<file path="src/sv/ffbp_pkg.sv">
// ----------------------------------------------------------------------------
// ffbp_pkg
// Shared types and constants of the first-fit bin packer.
// ----------------------------------------------------------------------------
`timescale 1ns / 1ps
`default_nettype none

package ffbp_pkg;

  localparam int MAX_BINS       = 64;
  localparam int SIZE_FRAC_BITS = 16;
  localparam int SIZE_W         = 17;
  localparam int IDX_W          = $clog2(MAX_BINS);
  localparam int CNT_W          = $clog2(MAX_BINS + 1);
  localparam int APB_ADDR_W     = 3;
  localparam int APB_DATA_W     = 32;

  // one full unit, saturated to the field width
  localparam logic [SIZE_W-1:0] CAP_RESET =
    ((1 << SIZE_FRAC_BITS) > ((1 << SIZE_W) - 1)) ? {SIZE_W{1'b1}}
                                                  : SIZE_W'(1 << SIZE_FRAC_BITS);

  localparam logic [CNT_W-1:0] BINS_MAX = CNT_W'(MAX_BINS);

  // register index, taken from the word address
  localparam logic REG_BIN_CAPACITY = 1'b0;

  localparam logic [1:0] ST_PLACED   = 2'd0;
  localparam logic [1:0] ST_OVERSIZE = 2'd1;
  localparam logic [1:0] ST_FULL     = 2'd2;

  typedef struct packed {
    logic [SIZE_W-1:0] item_size;
    logic              start_new_set;
  } in_t;

  typedef struct packed {
    logic [5:0]        bin_index;
    logic              opened_new_bin;
    logic [SIZE_W-1:0] space_left;
    logic [1:0]        status;
  } out_t;

  typedef enum logic [1:0] {
    S_IDLE,
    S_SCAN,
    S_DONE
  } state_t;

  typedef struct packed {
    logic load;
    logic step;
    logic place_hit;
    logic place_new;
    logic err_over;
    logic err_full;
    logic push;
  } cmd_t;

  typedef struct packed {
    logic oversize;
    logic hit;
    logic exhausted;
    logic store_full;
    logic out_free;
  } stat_t;

endpackage

`default_nettype wire

</file>
<file path="src/sv/ffbp_ram.sv">
// ----------------------------------------------------------------------------
// ffbp_ram
// Generic single-write, single-read RAM with registered read data.
// ----------------------------------------------------------------------------
`timescale 1ns / 1ps
`default_nettype none

module ffbp_ram #(
  parameter int WIDTH = 17,
  parameter int DEPTH = 64
) (
  input  wire logic                     clk,
  input  wire logic                     we,
  input  wire logic [$clog2(DEPTH)-1:0] waddr,
  input  wire logic [WIDTH-1:0]         wdata,
  input  wire logic [$clog2(DEPTH)-1:0] raddr,
  output logic      [WIDTH-1:0]         rdata
);

  logic [WIDTH-1:0] mem [DEPTH];

  always_ff @(posedge clk) begin
    if (we) begin
      mem[waddr] <= wdata;
    end
    rdata <= mem[raddr];
  end

endmodule

`default_nettype wire

</file>
<file path="src/sv/ffbp_regs.sv">
// ----------------------------------------------------------------------------
// ffbp_regs
// APB register file: holds the bin capacity.
// ----------------------------------------------------------------------------
`timescale 1ns / 1ps
`default_nettype none

module ffbp_regs
  import ffbp_pkg::*;
(
  input  wire logic                  clk,
  input  wire logic                  rst,
  input  wire logic                  psel,
  input  wire logic                  penable,
  input  wire logic                  pwrite,
  input  wire logic [APB_ADDR_W-1:0] paddr,
  input  wire logic [APB_DATA_W-1:0] pwdata,
  output logic      [APB_DATA_W-1:0] prdata,
  output logic                       pready,
  output logic      [SIZE_W-1:0]     bin_capacity
);

  logic wr_en;

  assign pready = 1'b1;
  assign wr_en  = psel && penable && pwrite && pready;

  always_ff @(posedge clk) begin
    if (rst) begin
      bin_capacity <= CAP_RESET;
    end else if (wr_en && (paddr[2] == REG_BIN_CAPACITY)) begin
      bin_capacity <= pwdata[SIZE_W-1:0];
    end
  end

  always_comb begin
    prdata = '0;
    if (paddr[2] == REG_BIN_CAPACITY) begin
      prdata = APB_DATA_W'(bin_capacity);
    end
  end

endmodule

`default_nettype wire

</file>
<file path="src/sv/ffbp_ctrl.sv">
// ----------------------------------------------------------------------------
// ffbp_ctrl
// Sequencer: accepts an item, steps the bin scan, picks the placement.
// ----------------------------------------------------------------------------
`timescale 1ns / 1ps
`default_nettype none

module ffbp_ctrl
  import ffbp_pkg::*;
(
  input  wire logic  clk,
  input  wire logic  rst,
  input  wire logic  in_valid,
  output logic       in_stall,
  input  wire stat_t stat,
  output cmd_t       cmd
);

  state_t state;
  state_t state_next;

  always_ff @(posedge clk) begin
    if (rst) begin
      state <= S_IDLE;
    end else begin
      state <= state_next;
    end
  end

  always_comb begin
    state_next = state;
    unique case (state)
      S_IDLE: begin
        if (in_valid) begin
          state_next = S_SCAN;
        end
      end
      S_SCAN: begin
        if (stat.oversize || stat.hit || stat.exhausted) begin
          state_next = S_DONE;
        end
      end
      S_DONE: begin
        if (stat.out_free) begin
          state_next = S_IDLE;
        end
      end
      default: state_next = S_IDLE;
    endcase
  end

  always_comb begin
    cmd      = '0;
    in_stall = (state != S_IDLE);
    unique case (state)
      S_IDLE: begin
        cmd.load = in_valid;
      end
      S_SCAN: begin
        priority if (stat.oversize) begin
          cmd.err_over = 1'b1;
        end else if (stat.hit) begin
          cmd.place_hit = 1'b1;
        end else if (stat.exhausted) begin
          cmd.err_full  = stat.store_full;
          cmd.place_new = !stat.store_full;
        end else begin
          cmd.step = 1'b1;
        end
      end
      S_DONE: begin
        cmd.push = stat.out_free;
      end
      default: ;
    endcase
  end

endmodule

`default_nettype wire

</file>
<file path="src/sv/ffbp_dp.sv">
// ----------------------------------------------------------------------------
// ffbp_dp
// Datapath: bin free-space store, scan counter, compare and result register.
// ----------------------------------------------------------------------------
`timescale 1ns / 1ps
`default_nettype none

module ffbp_dp
  import ffbp_pkg::*;
(
  input  wire logic              clk,
  input  wire logic              rst,
  input  wire in_t               in_data,
  input  wire logic [SIZE_W-1:0] bin_capacity,
  input  wire cmd_t              cmd,
  output stat_t                  stat,
  output logic                   out_valid,
  input  wire logic              out_stall,
  output out_t                   out_data
);

  logic [SIZE_W-1:0] size;
  logic [CNT_W-1:0]  bins_open;
  logic [CNT_W-1:0]  scan_idx;
  logic [IDX_W-1:0]  cmp_idx;
  logic              cmp_valid;
  out_t              res;

  logic              ram_we;
  logic [IDX_W-1:0]  ram_waddr;
  logic [SIZE_W-1:0] ram_wdata;
  logic [SIZE_W-1:0] ram_rdata;
  logic [SIZE_W-1:0] hit_left;
  logic [SIZE_W-1:0] new_left;
  logic              more;

  ffbp_ram #(
    .WIDTH(SIZE_W),
    .DEPTH(MAX_BINS)
  ) u_bins (
    .clk  (clk),
    .we   (ram_we),
    .waddr(ram_waddr),
    .wdata(ram_wdata),
    .raddr(scan_idx[IDX_W-1:0]),
    .rdata(ram_rdata)
  );

  assign more     = (scan_idx < bins_open);
  assign hit_left = ram_rdata - size;
  assign new_left = bin_capacity - size;

  always_comb begin
    stat.oversize   = (size > bin_capacity);
    stat.hit        = cmp_valid && (size <= ram_rdata);
    stat.exhausted  = !cmp_valid && !more;
    stat.store_full = (bins_open == BINS_MAX);
    stat.out_free   = !out_valid || !out_stall;
  end

  always_comb begin
    ram_we    = cmd.place_hit || cmd.place_new;
    ram_waddr = cmd.place_hit ? cmp_idx : bins_open[IDX_W-1:0];
    ram_wdata = cmd.place_hit ? hit_left : new_left;
  end

  // control state
  always_ff @(posedge clk) begin
    if (rst) begin
      bins_open <= '0;
      scan_idx  <= '0;
      cmp_valid <= 1'b0;
      out_valid <= 1'b0;
    end else begin
      if (cmd.load) begin
        scan_idx  <= '0;
        cmp_valid <= 1'b0;
        if (in_data.start_new_set) begin
          bins_open <= '0;
        end
      end else if (cmd.step) begin
        // read issued now, compared next cycle
        cmp_valid <= more;
        if (more) begin
          scan_idx <= scan_idx + 1'b1;
        end
      end
      if (cmd.place_new) begin
        bins_open <= bins_open + 1'b1;
      end
      if (cmd.push) begin
        out_valid <= 1'b1;
      end else if (out_valid && !out_stall) begin
        out_valid <= 1'b0;
      end
    end
  end

  // payload
  always_ff @(posedge clk) begin
    if (cmd.load) begin
      size <= in_data.item_size;
    end
    if (cmd.step) begin
      cmp_idx <= scan_idx[IDX_W-1:0];
    end
    priority if (cmd.place_hit) begin
      res.bin_index      <= 6'(cmp_idx);
      res.opened_new_bin <= 1'b0;
      res.space_left     <= hit_left;
      res.status         <= ST_PLACED;
    end else if (cmd.place_new) begin
      res.bin_index      <= 6'(bins_open[IDX_W-1:0]);
      res.opened_new_bin <= 1'b1;
      res.space_left     <= new_left;
      res.status         <= ST_PLACED;
    end else if (cmd.err_over || cmd.err_full) begin
      res.bin_index      <= '0;
      res.opened_new_bin <= 1'b0;
      res.space_left     <= '0;
      res.status         <= cmd.err_over ? ST_OVERSIZE : ST_FULL;
    end else begin
      res <= res;
    end
    if (cmd.push) begin
      out_data <= res;
    end
  end

endmodule

`default_nettype wire

</file>
<file path="src/sv/first_fit_bin_packer_top.sv">
// ----------------------------------------------------------------------------
// first_fit_bin_packer_top
// Online first-fit bin packer: places each item in the lowest open bin
// with enough free space, or opens a new bin.
//
//   channel  signals                          beat
//   in       in_valid, in_stall, in_data      one item (size, start flag)
//   out      out_valid, out_stall, out_data   one placement result
//   cfg      psel, penable, pwrite, paddr,    bin_capacity at word 0
//            pwdata, prdata, pready
//
// After acceptance the open bins are scanned from bin 0 until one fits;
// each bin is compared in the cycle after its registered RAM read. An
// oversize item or an empty store skips the scan. The next item is taken
// once the result has gone to the output register and the sequencer is idle.
// Reset (rst, synchronous) closes all bins and sets the capacity to 1.0.
// A result waits in the output register; the next one waits until it is taken.
// ----------------------------------------------------------------------------
`timescale 1ns / 1ps
`default_nettype none

module first_fit_bin_packer_top
  import ffbp_pkg::*;
(
  input  wire logic                  clk,
  input  wire logic                  rst,
  input  wire logic                  in_valid,
  output logic                       in_stall,
  input  wire in_t                   in_data,
  output logic                       out_valid,
  input  wire logic                  out_stall,
  output out_t                       out_data,
  input  wire logic                  psel,
  input  wire logic                  penable,
  input  wire logic                  pwrite,
  input  wire logic [APB_ADDR_W-1:0] paddr,
  input  wire logic [APB_DATA_W-1:0] pwdata,
  output logic      [APB_DATA_W-1:0] prdata,
  output logic                       pready
);

  logic [SIZE_W-1:0] bin_capacity;
  cmd_t              cmd;
  stat_t             stat;

  ffbp_regs u_regs (
    .clk         (clk),
    .rst         (rst),
    .psel        (psel),
    .penable     (penable),
    .pwrite      (pwrite),
    .paddr       (paddr),
    .pwdata      (pwdata),
    .prdata      (prdata),
    .pready      (pready),
    .bin_capacity(bin_capacity)
  );

  ffbp_ctrl u_ctrl (
    .clk     (clk),
    .rst     (rst),
    .in_valid(in_valid),
    .in_stall(in_stall),
    .stat    (stat),
    .cmd     (cmd)
  );

  ffbp_dp u_dp (
    .clk         (clk),
    .rst         (rst),
    .in_data     (in_data),
    .bin_capacity(bin_capacity),
    .cmd         (cmd),
    .stat        (stat),
    .out_valid   (out_valid),
    .out_stall   (out_stall),
    .out_data    (out_data)
  );

endmodule

`default_nettype wire

</file>
<file path="config.mk">
export PLATFORM = sky130hd
export DESIGN_NAME = first_fit_bin_packer_top
export DESIGN_NICKNAME = d
export VERILOG_FILES = /design/src/sv/ffbp_pkg.sv /design/src/sv/ffbp_ram.sv /design/src/sv/ffbp_regs.sv /design/src/sv/ffbp_ctrl.sv /design/src/sv/ffbp_dp.sv /design/src/sv/first_fit_bin_packer_top.sv
export SDC_FILE = /design/constraint.sdc
export NUM_CORES = 1
export LEC_CHECK = 0
export BUFFER_PORTS_ARGS = -buffer_cell sky130_fd_sc_hd__buf_4
export CAP_MARGIN = 20
export CORE_MARGIN = 1
export CORE_UTILIZATION = 50
export CTS_CLUSTER_SIZE = 24
export DETAILED_ROUTE_END_ITERATION = 10
export PLACE_DENSITY_LB_ADDON = 0.08
export SETUP_SLACK_MARGIN = 0.4
export SLEW_MARGIN = 20
export SYNTH_ARGS = -nofsm -noshare
export SYNTH_HDL_FRONTEND = slang
export SYNTH_SLANG_ARGS = --single-unit
</file>
<file path="constraint.sdc">
create_clock -name clk -period 14.6 [get_ports clk]
set_input_delay 0.73 -clock clk [delete_from_list [all_inputs] [get_ports clk]]
set_output_delay 0.73 -clock clk [all_outputs]
set_load 0.1 [all_outputs]
</file>
==> key figures <==
Placed design
  – Final HPWL DP: 67900 microns
  – Weighted congestion reported at the end of routability-driven placement: 0.879
  – Placed inst area: 51300 sq um
  – Total of buffers placed on input and output ports: just under 90

Timing
  – Post-layout min period: 4.60 ns
  – RSZ-0062 raised after global routing: false
  – Maximum clock rate: 217 MHz
  – Setup TNS: 0 ns
  – Setup violation total in the final timing report: 0
  – Normalized max-slew margin: 28.2%
  – Number of failing hold endpoints at the final stage: 0
  – Slew at the pin with the worst max-slew slack: 1.08 ns
  – Hold Slack: 0.195 ns
  – Ratio of final minimum period to clock period: 31.5%
  – Final count of pins violating max slew: 0
  – Clock tree skew after final layout: about 0.03 ns

Critical path
  – Type of origin of the critical path: flop
  – Worst setup EP type: flop
  – Worst Path Arrival: 4.99 ns
  – CP Data Required Time: 14.99 ns
  – CP max FO: 31
  – Worst Setup Path Type: reg -> reg

Logic synthesis
  – Average footprint of a synthesized cell: 21.2 sq um
  – Yosys cell types: 78
  – Number of synthesized register bits: 1215
  – Synth top cells by count: edfxtp_1 (1160), mux4_2 (357), nor2_1 (98)
  – Share of flip-flops with an asynchronous set or reset after synthesis: 0%
  – Post-synth top area share: 71.8%
  – Sequential-to-total area share from yosys stat: roughly three quarters
  – Synth area leaders: edfxtp_1 (72%), mux4_2 (17%), dfxtp_1 (2.3%)
  – Count of flip-flops with a built-in enable after synthesis: 1160
  – Mapped Area: 48500 sq um
  – Gate Count Post-Synth: approximately 2300
  – Cell taking the most area after synthesis: edfxtp_1
  – Most used standard cell by instance count after synthesis: edfxtp_1
  – Leading register cell type out of synthesis: edfxtp_1
  – Syn. warnings: 0

Die
  – # rows: 113
  – Overall die width: 313 microns
  – DIE AREA: 98200 sq um
  – Io pins: 121
  – Die height: between 300 and 400 microns
  – Initial standard-cell utilization of the core: 50.7%
  – Core ar.: 95600 sq um

Clock network
  – Number of buffers inserted by hold repair at cts: 0
  – Clk Latency, worst-skew pair: 0.71 ns
  – Clk sinks: 1215
  – Clock slew at reported path FFs: roughly 0.060 ns
  – Number of buffers created by CTS: 119
  – Resize count post-CTS: 0
  – Root buffer selected by CTS: clkbuf_16
  – # Post-CTS Setup Buffers: 0
  – TritonCTS clock tree: yes
  – Deepest clock path buffer count: 3
  – Number of H-tree branching levels: 3

GRT
  – Congestion Overflow GR: 0
  – Largest net degree at the start of global routing: 105
  – Number of antenna violations at the first check in global routing: 5
  – Total global-route track usage: 24.3%
  – First-pass GRT wire length: 169000 microns
  – Vias in the first global route: between 20000 and 25000

Cells and area
  – Final-layout fill cell count: between 7000 and 8000
  – Final cell area excluding filler cells: 55100 sq um
  – Number of nets in the layout: about 2600
  – Post-layout util: 57.7%
  – Ratio of cells with drive above 1 in the final layout: 32.0%
  – Relative area change from synthesis to final layout: 13.7%

Power
  – Power density relative to cell area: 132 nW/um^2
  – Worst voltage drop across the vdd grid: 0.110 mV
  – Reported leakage power: 17.0 nW
  – Total power: 7.27 mW

Worst hold path
  – Kind of path behind the tightest hold check: in -> reg

Routing
  – Post-detailed-route wirelength per cell: between 30 and 40 microns
  – Via density: between 6 and 7
  – Starting DRT DRC Count: approximately 2400
  – Via count of the routed design: 23600
  – Pre-Repair DR Iteration Count: 5
  – Antenna-violating nets left: 0
  – Wirelength, routed: 117000 microns
  – DRC errors left: 0

Flow run
  – Number of max-capacitance violations reported: 0

Status
  – Status: finished, final reports clean
## kinds of logic (layout without fill, tap and decap cells)
| group | Yosys count | in the layout | synth area share (%) |
|---|---|---|---|
| xor gates and xnor gates | 26 | 26 | 0.470 |
| and+or+nand+nor | 282 | 282 | 2.76 |
| DFF | 1215 | 1215 | 74.1 |
| other | 2 | 18 | 0.0155 |
| muxes | 378 | 378 | 17.1 |
| AOI/OAI and AO/OA | 183 | 183 | 2.89 |
| buffers and inverters | 161 | 442 | 1.49 |
| adders and majority gates | 45 | 45 | 1.19 |
## area by class of cell
cell class / instances / area [sq um] / share of cell area (%)
Inverter: 38 / 143 / 0.259
Sequential cell: 1215 / 35900 / 65.2
Tap cell: 1265 / 1580 / 2.87
Antenna cell: 2 / 5.00 / 0.00908
Clock buffer: 156 / 3200 / 5.80
Timing Repair Buffer: 181 / 1390 / 2.52
Clock inverter: 67 / 617 / 1.12
Multi-Input combinational cell: 930 / 12200 / 22.2
## placed cells by master (no fill, tap or decap), drive strengths merged, types with 18 or more instances in the layout
master and count:
o21ai 22, ha 43, a21oi 53, mux4 357
xnor2 18, clkbuf 156, dfxtp 55, inv 43
nor2b 32, clkinv 49, buf 181, nor2 98
nand2 74, edfxtp 1160
## worst max-delay path, stage by stage, from the launching register on
cell and delay [ns]:
edfxtp_1 0.37, inv_1 0.12, ha_1 0.32, a21oi_1 0.20, a21oi_1 0.10, a211oi_1 0.32, a21oi_1 0.16, o21ai_1 0.23
buf_4 0.28, a211o_4 0.61, a41oi_2 0.50, nor2_2 0.66, buf_4 0.37
## registers in the layout, summed over array words and instances (netlist names)
name	count
u_regs.bin_capacity	17
u_dp.cmp_valid	1
u_dp.res	26
u_ctrl.state	2
u_dp.out_data	26
u_dp.size	17
u_dp.u_bins.rdata	17
u_dp.scan_idx	7
u_dp.u_bins.mem	1088
u_dp.bins_open	7
u_dp.cmp_idx	6
u_dp.out_valid	1
## layer usage
| layer | track usage, % | wire, microns |
|---|---|---|
| met1 | 34.2 | 48600 |
| met4 | 6.77 | 3230 |
| met2 | 39.2 | 56900 |
| met3 | 4.44 | 8090 |
| met5 | 0 | 11 |
## path summary, 6_finish.rpt
check | end | slack [ns] | startpoint | cells after the start
worst max-delay path | u_dp.u_bins.mem[30][16]$_DFFE_PP_ | 10.0 | u_dp.size[6]$_DFFE_PP_ | 12
worst min-delay path | u_dp.size[9]$_DFFE_PP_ | 0.20 | in_data[10] | 1
worst max register to register | u_dp.u_bins.mem[30][16]$_DFFE_PP_ | 10.0 | u_dp.size[6]$_DFFE_PP_ | 12
worst min register to register | u_dp.out_data[23]$_DFFE_PP_ | 0.39 | u_dp.res[23]$_DFFE_PP_ | 0
## power by group
group / switching, mW / total, mW / internal (mW)
Combinational: 0.271 / 0.345 / 0.0733
Clock: 1.29 / 2.99 / 1.70
Sequential: 0.0108 / 3.93 / 3.92
Total: 1.57 / 7.27 / 5.69
## metrics by stage
step / worst slack, ns / instances
2_1_floorplan: 9.17 / 2306
3_3_place_gp: 10.07 / 3629
3_5_place_dp: 10.03 / 3629
4_1_cts: 10.02 / 3852
5_1_grt: 9.80 / 3852
6_report: 10.0 / 3854
Power figures use the tool's default switching activity.
